===== src/rta_pkg.sv =====
// shared constants and types for the per-task runtime accounting block
package rta_pkg;

   localparam int TABLE_ENTRIES = 64;
   localparam int SLOT_W        = $clog2(TABLE_ENTRIES);
   localparam int PID_W         = 22;
   localparam int TIME_W        = 64;
   localparam int STATUS_W      = 2;
   localparam int REQ_DATA_W    = 136;
   localparam int RSP_DATA_W    = 216;

   localparam logic KIND_SWITCH = 1'b0;
   localparam logic KIND_EXIT   = 1'b1;

   localparam logic [STATUS_W-1:0] ST_NONE     = 2'd0;
   localparam logic [STATUS_W-1:0] ST_REPORTED = 2'd1;
   localparam logic [STATUS_W-1:0] ST_FULL     = 2'd2;
   localparam logic [STATUS_W-1:0] ST_EXIT     = 2'd3;

   localparam logic [TIME_W-1:0] US_BIAS  = 64'd24;
   localparam int                US_SHIFT = 10;

   typedef struct packed {
      logic [STATUS_W-1:0] status;
      logic [PID_W-1:0]    pid;
      logic [TIME_W-1:0]   time_ns;
      logic [SLOT_W-1:0]   slot;
      logic                total_hit;
   } evt_ctl_type;

endpackage


===== src/rta_us_pipe.sv =====
// four stage shift-add nanosecond to microsecond conversion
module rta_us_pipe (
   input  logic                      clock,
   input  logic                      reset,
   input  logic                      in_valid,
   output logic                      in_ready,
   input  rta_pkg::evt_ctl_type      in_ctl,
   input  logic [rta_pkg::TIME_W-1:0] in_run_ns,
   output logic                      out_valid,
   input  logic                      out_ready,
   output rta_pkg::evt_ctl_type      out_ctl,
   output logic [rta_pkg::TIME_W-1:0] out_run_ns,
   output logic [rta_pkg::TIME_W-1:0] out_us
);
   import rta_pkg::*;

   logic              a_valid_ff, b_valid_ff, c_valid_ff, d_valid_ff;
   evt_ctl_type       a_ctl_ff, b_ctl_ff, c_ctl_ff, d_ctl_ff;
   logic [TIME_W-1:0] a_n_ff, b_n_ff, c_n_ff, d_n_ff;
   logic [TIME_W-1:0] b_t_ff;
   logic [TIME_W-1:0] c_q_ff, d_q_ff;
   logic [TIME_W-1:0] d_r_ff;

   logic              a_take, b_take, c_take, d_take;
   logic [TIME_W-1:0] t_val;
   logic [TIME_W-1:0] q_sum;
   logic [TIME_W-1:0] q_val;
   logic [TIME_W-1:0] r_val;
   logic [TIME_W-1:0] r_bias;

   assign d_take   = !d_valid_ff || out_ready;
   assign c_take   = !c_valid_ff || d_take;
   assign b_take   = !b_valid_ff || c_take;
   assign a_take   = !a_valid_ff || b_take;
   assign in_ready = a_take;

   assign t_val  = (a_n_ff >> 7) + (a_n_ff >> 8) + (a_n_ff >> 12);
   assign q_sum  = (b_n_ff >> 1) + b_t_ff + (b_n_ff >> 15) + (b_t_ff >> 11) + (b_t_ff >> 14);
   assign q_val  = q_sum >> 9;
   // n - 1000*q with 1000 = 1024 - 16 - 8
   assign r_val  = c_n_ff - (c_q_ff << 10) + (c_q_ff << 4) + (c_q_ff << 3);
   assign r_bias = d_r_ff + US_BIAS;

   always_ff @(posedge clock) begin
      if (reset) begin
         a_valid_ff <= 1'b0;
         b_valid_ff <= 1'b0;
         c_valid_ff <= 1'b0;
         d_valid_ff <= 1'b0;
      end else begin
         a_valid_ff <= a_take ? in_valid : a_valid_ff;
         b_valid_ff <= b_take ? a_valid_ff : b_valid_ff;
         c_valid_ff <= c_take ? b_valid_ff : c_valid_ff;
         d_valid_ff <= d_take ? c_valid_ff : d_valid_ff;
      end
   end

   always_ff @(posedge clock) begin
      if (a_take) begin
         a_ctl_ff <= in_ctl;
         a_n_ff   <= in_run_ns;
      end
      if (b_take) begin
         b_ctl_ff <= a_ctl_ff;
         b_n_ff   <= a_n_ff;
         b_t_ff   <= t_val;
      end
      if (c_take) begin
         c_ctl_ff <= b_ctl_ff;
         c_n_ff   <= b_n_ff;
         c_q_ff   <= q_val;
      end
      if (d_take) begin
         d_ctl_ff <= c_ctl_ff;
         d_n_ff   <= c_n_ff;
         d_q_ff   <= c_q_ff;
         d_r_ff   <= r_val;
      end
   end

   assign out_valid  = d_valid_ff;
   assign out_ctl    = d_ctl_ff;
   assign out_run_ns = d_n_ff;
   assign out_us     = d_q_ff + (r_bias >> US_SHIFT);

endmodule


===== config.mk =====
export PLATFORM = sky130hd
export DESIGN_NAME = rta_us_pipe
export DESIGN_NICKNAME = d
export VERILOG_FILES = /design/src/rta_pkg.sv /design/src/rta_us_pipe.sv
export SDC_FILE = /design/constraint.sdc
export NUM_CORES = 2
export LEC_CHECK = 0
export BUFFER_PORTS_ARGS = -buffer_cell sky130_fd_sc_hd__buf_2
export CAP_MARGIN = 10
export CORE_ASPECT_RATIO = 1.1
export CORE_MARGIN = 8
export CORE_UTILIZATION = 40
export CTS_BUF_LIST = sky130_fd_sc_hd__clkbuf_4
export CTS_CLUSTER_DIAMETER = 150
export CTS_CLUSTER_SIZE = 14
export DETAILED_ROUTE_END_ITERATION = 16
export MAX_ROUTING_LAYER = met4
export PLACE_DENSITY = 0.61
export SETUP_SLACK_MARGIN = 0.3
export SYNTH_ARGS = -nofsm -noshare
export SYNTH_HDL_FRONTEND = slang
export SYNTH_SLANG_ARGS = --single-unit
export TNS_END_PERCENT = 5

===== constraint.sdc =====
create_clock -name clock -period 6.7 [get_ports clock]
set_clock_uncertainty 0.15 [all_clocks]
set_input_delay 0.335 -clock clock [delete_from_list [all_inputs] [get_ports clock]]
set_output_delay 0.335 -clock clock [all_outputs]
set_load 0.05 [all_outputs]

==> parameters.txt <==
Parameter                              Value

Layout
  Synthesis-to-finish area growth ... 16.63%
  Number of fill cells in the layout ... 10.89k
  Sequential cell area ... 0.02606 sq mm
  Most common cell after layout, fill and taps aside ... sky130_fd_sc_hd__edfxtp_1
  Net count of the finished layout ... 5,353
  Layout cell share with drive strength beyond 1 ... 12.86%
  Footprint of the multi-input gates ... 0.02049 sq mm
  Most used cells in the layout excluding fill and tap cells ... sky130_fd_sc_hd__edfxtp_1, sky130_fd_sc_hd__inv_1, sky130_fd_sc_hd__buf_2, sky130_fd_sc_hd__dlygate4sd3_1, sky130_fd_sc_hd__fa_1

Clock network
  Number of buffers between clock root and the deepest sink ... 3
  CTS Buf Count ... 72
  Root buffer selected by CTS ... sky130_fd_sc_hd__clkbuf_4
  Clock latency on the worst-skew pair ... 1.06 ns
  Number of clock sinks ... 869
  Clock tree from TritonCTS ... yes
  Post-CTS clock slew at the launch and capture registers of the worst setup and hold paths ... 0.18 ns
  H-tree Lvls ... 3

Floorplanning
  Number of placed I/O pins ... 388
  Initial core utilization ... 40.34%
  Die area ... 0.1340 sq mm
  Core footprint ... 0.1216 sq mm
  Std cell rows ... 134
  Die extent in x ... 349.8 microns
  Die boundary height ... 383.2 microns

Global routing
  GRT Util Overall ... 18.37%
  Global-route wire length before repair ... 185,800 microns
  Number of antenna violations at the first check in global routing ... 27
  Largest net degree at the start of global routing ... 136
  Total global routing overflow ... 0
  Vias in the first global route ... 32.47k

Placed design
  Count of port buffers added during placement ... 379
  Placed wire-length estimate ... 94,700 microns
  RD Place Congestion ... 0.8952

Logic synthesis
  Primary flip-flop cell chosen by synthesis mapping ... sky130_fd_sc_hd__edfxtp_1
  Post-synth EDFFs ... 865
  Register bit count reported by yosys ... 869
  Count of warnings emitted by yosys ... 0
  Post-synthesis async set-or-reset flop share ... 0%
  Netlist area before placement ... 0.04903 sq mm
  Share of synthesized area occupied by flip-flops and latches ... 53.14%
  Average cell area after synthesis ... 12.63 sq um
  Number of unique standard cell types used by synthesis ... 94
  Number of instances in the synthesized netlist ... 3,881

Drt
  Routed wirelength normalized by instance count ... 19.40 microns
  DRC violation total after the first TritonRoute iteration ... 1,472
  Via/cell ratio ... 4.889
  Final ANT Viol Nets ... 0
  Number of iterations in the first detailed-routing pass ... 5
  Vias after detailed routing ... 30.72k
  Residual DRC ... 0
  Aggregate routed wire length ... 121,900 microns

Job
  Max-capacitance violation count ... 0

Min path
  Worst Hold Path EP ... out_ctl[39]
  Hold Startpoint ... c_ctl_ff[39]
  Hold Crit Class ... flop to flop
  Number of instances on the worst hold path ... 0

Worst setup path
  Worst Path Buf+Inv ... 1
  Critical setup path kind ... flop to output pin
  Crit end category ... output pin
  Critical path data arrival time ... 5.61 ns
  Kind of launch point of the worst setup path ... flop
  Critical path fanouts, max ... 6
  Worst flop-to-flop path endpoint ... c_q_ff[40]
  Register-to-register setup slack ... 1.12 ns
  Levels on crit path ... 22
  Chain of cells forming the critical path ... nand4_1, nor3_4, nor3b_4, and4_4, nand4_1, nor2_2, and2_4, and3_4, nand3_2, xnor2_2, ha_4, nand3_4, nor4_4, nand2_1, a311oi_2, o21a_1, a41oi_2, a21oi_2, nand3_2, a31oi_2, xor2_1, buf_4
  Delay-heaviest family, CP ... simple AND/OR/NAND/NOR gates
  Worst endpoint required time ... 6.21 ns
  Max stage delay on crit path ... 0.36 ns
  Startpoint of the lowest-slack register-to-register path ... b_n_ff[17]
  Slowest CP cell ... sky130_fd_sc_hd__edfxtp_1
  Worst r2r path cells ... 18

Timing
  Transition at the pin with the smallest max-transition slack ... 1.014 ns
  Setup repair after global routing missed its margin ... true
  Setup-failing EPs final ... 0
  Accumulated negative setup slack ... 0 ns
  Final worst path period need ... 6.099 ns
  Highest Clock Rate ... 164.0 MHz
  Max-slew violation total from the final report ... 0
  Relative slew margins ... 32.37%
  Final Hold Violating Endpoints ... 0
  Final cycle utilization of the critical path ... 91.04%

Run status
  Status ... completed
[registers in the layout, summed over array words and instances, names as in the netlist]
| name | flops |
|---|---|
| a_ctl_ff | 95 |
| a_n_ff | 64 |
| a_valid_ff | 1 |
| b_ctl_ff | 95 |
| b_n_ff | 64 |
| b_t_ff | 58 |
| b_valid_ff | 1 |
| c_ctl_ff | 95 |
| c_n_ff | 64 |
| c_q_ff | 55 |
| c_valid_ff | 1 |
| d_q_ff | 55 |
| d_r_ff | 61 |
| out_ctl | 95 |
| out_run_ns | 64 |
| out_valid | 1 |
[stage by stage]
stage	setup WS [ns]	hold WS (ns)	instances	area [sq um]	utilization, %
after floorplan	0.3081	0.2503	3888	49060	-
after global placement	0.6028	0.2501	5821	52660	43.32
after detailed placement	0.5591	0.2545	5821	52660	43.32
after CTS	0.2548	0.2278	6240	56810	46.74
after global routing	0.07430	0.2518	6282	57180	47.04
final	0.6006	0.2408	6283	57180	47.04
[cell usage after synthesis, drive strengths merged (16+ instances only)]
cell	number	area, sq um
edfxtp	865	25970
inv	645	2421
fa	296	5926
ha	289	3616
a21oi	265	1341
nand2	188	705.7
xnor2	166	1454
nor2	161	614.3
a21o	143	1074
o21ai	121	616.8
xor2	102	893.4
clkbuf	70	305.3
nand3	67	340.3
nand4	62	387.9
nor3	43	215.2
o21bai	33	247.7
a31oi	32	200.2
and3	28	175.2
nor2b	21	138.9
a211oi	20	150.1
and2	19	118.9
o211ai	17	127.6
o21a	16	120.1
[area by class of cell]
type	instances	share of cell area, %
Clock inverter	8	0.1400
Antenna cell	32	0.1400
Sequential cell	869	45.56
Timing Repair Buffer	731	9.443
Tap cell	1632	3.571
Clock buffer	80	1.050
Inverter	645	4.253
Multi-Input combinational cell	2286	35.84
[metal layers]
layer | track usage, % | routed length, microns
met3 | 4.210 | 7246
met5 | - | 0
met2 | 31.86 | 61430
met4 | 4.362 | 2170
met1 | 21.70 | 51070
[timing repair]
| action | CTS | global route |
|---|---|---|
| hold buffers | 324 | 0 |
| endpoints found under the hold margin | 173 | 0 |
| setup endpoints to repair | 27 | 20 |
| pin swaps | 13 | 27 |
| setup buffers | 7 | 11 |
| gates resized for setup | 47 | 41 |
[cells by family (layout without fill, tap and decap cells)]
group	count (synthesis)	after routing	share of synthesized area (%)
xor+xnor	268	268	4.787
compound gates	768	768	10.24
mux	3	3	0.06380
buf+inv	733	1464	5.885
other cells	1	40	0.007648
fa+ha+maj	585	585	19.46
simple gates	654	654	6.418
flops	869	869	53.14
[worst reg2reg max path, delay by kind of cell (launching register included)]
kind	cells	cell delay (ns)
simple gates	3	0.53
fa+ha+maj	4	1.76
compound gates	6	2.07
xor+xnor	1	0.16
flops	1	0.37
buf+inv	4	0.26
[how the worst max path moves through the flow]
stage / slack (ns) / startpoint / end
4_1_cts: 0.25 / d_r_ff[6] / out_us[53]
2_1_floorplan: 0.31 / out_valid / c_ctl_ff[0]
3_5_place_dp: 0.56 / d_r_ff[7] / out_us[54]
5_1_grt: 0.07 / d_r_ff[7] / out_us[54]
6_report: 0.60 / d_r_ff[7] / out_us[54]
3_3_place_gp: 0.60 / d_r_ff[7] / out_us[54]
Power is not shown: default switching activity piles up to over one toggle a cycle in this logic, so the estimate is an artifact.
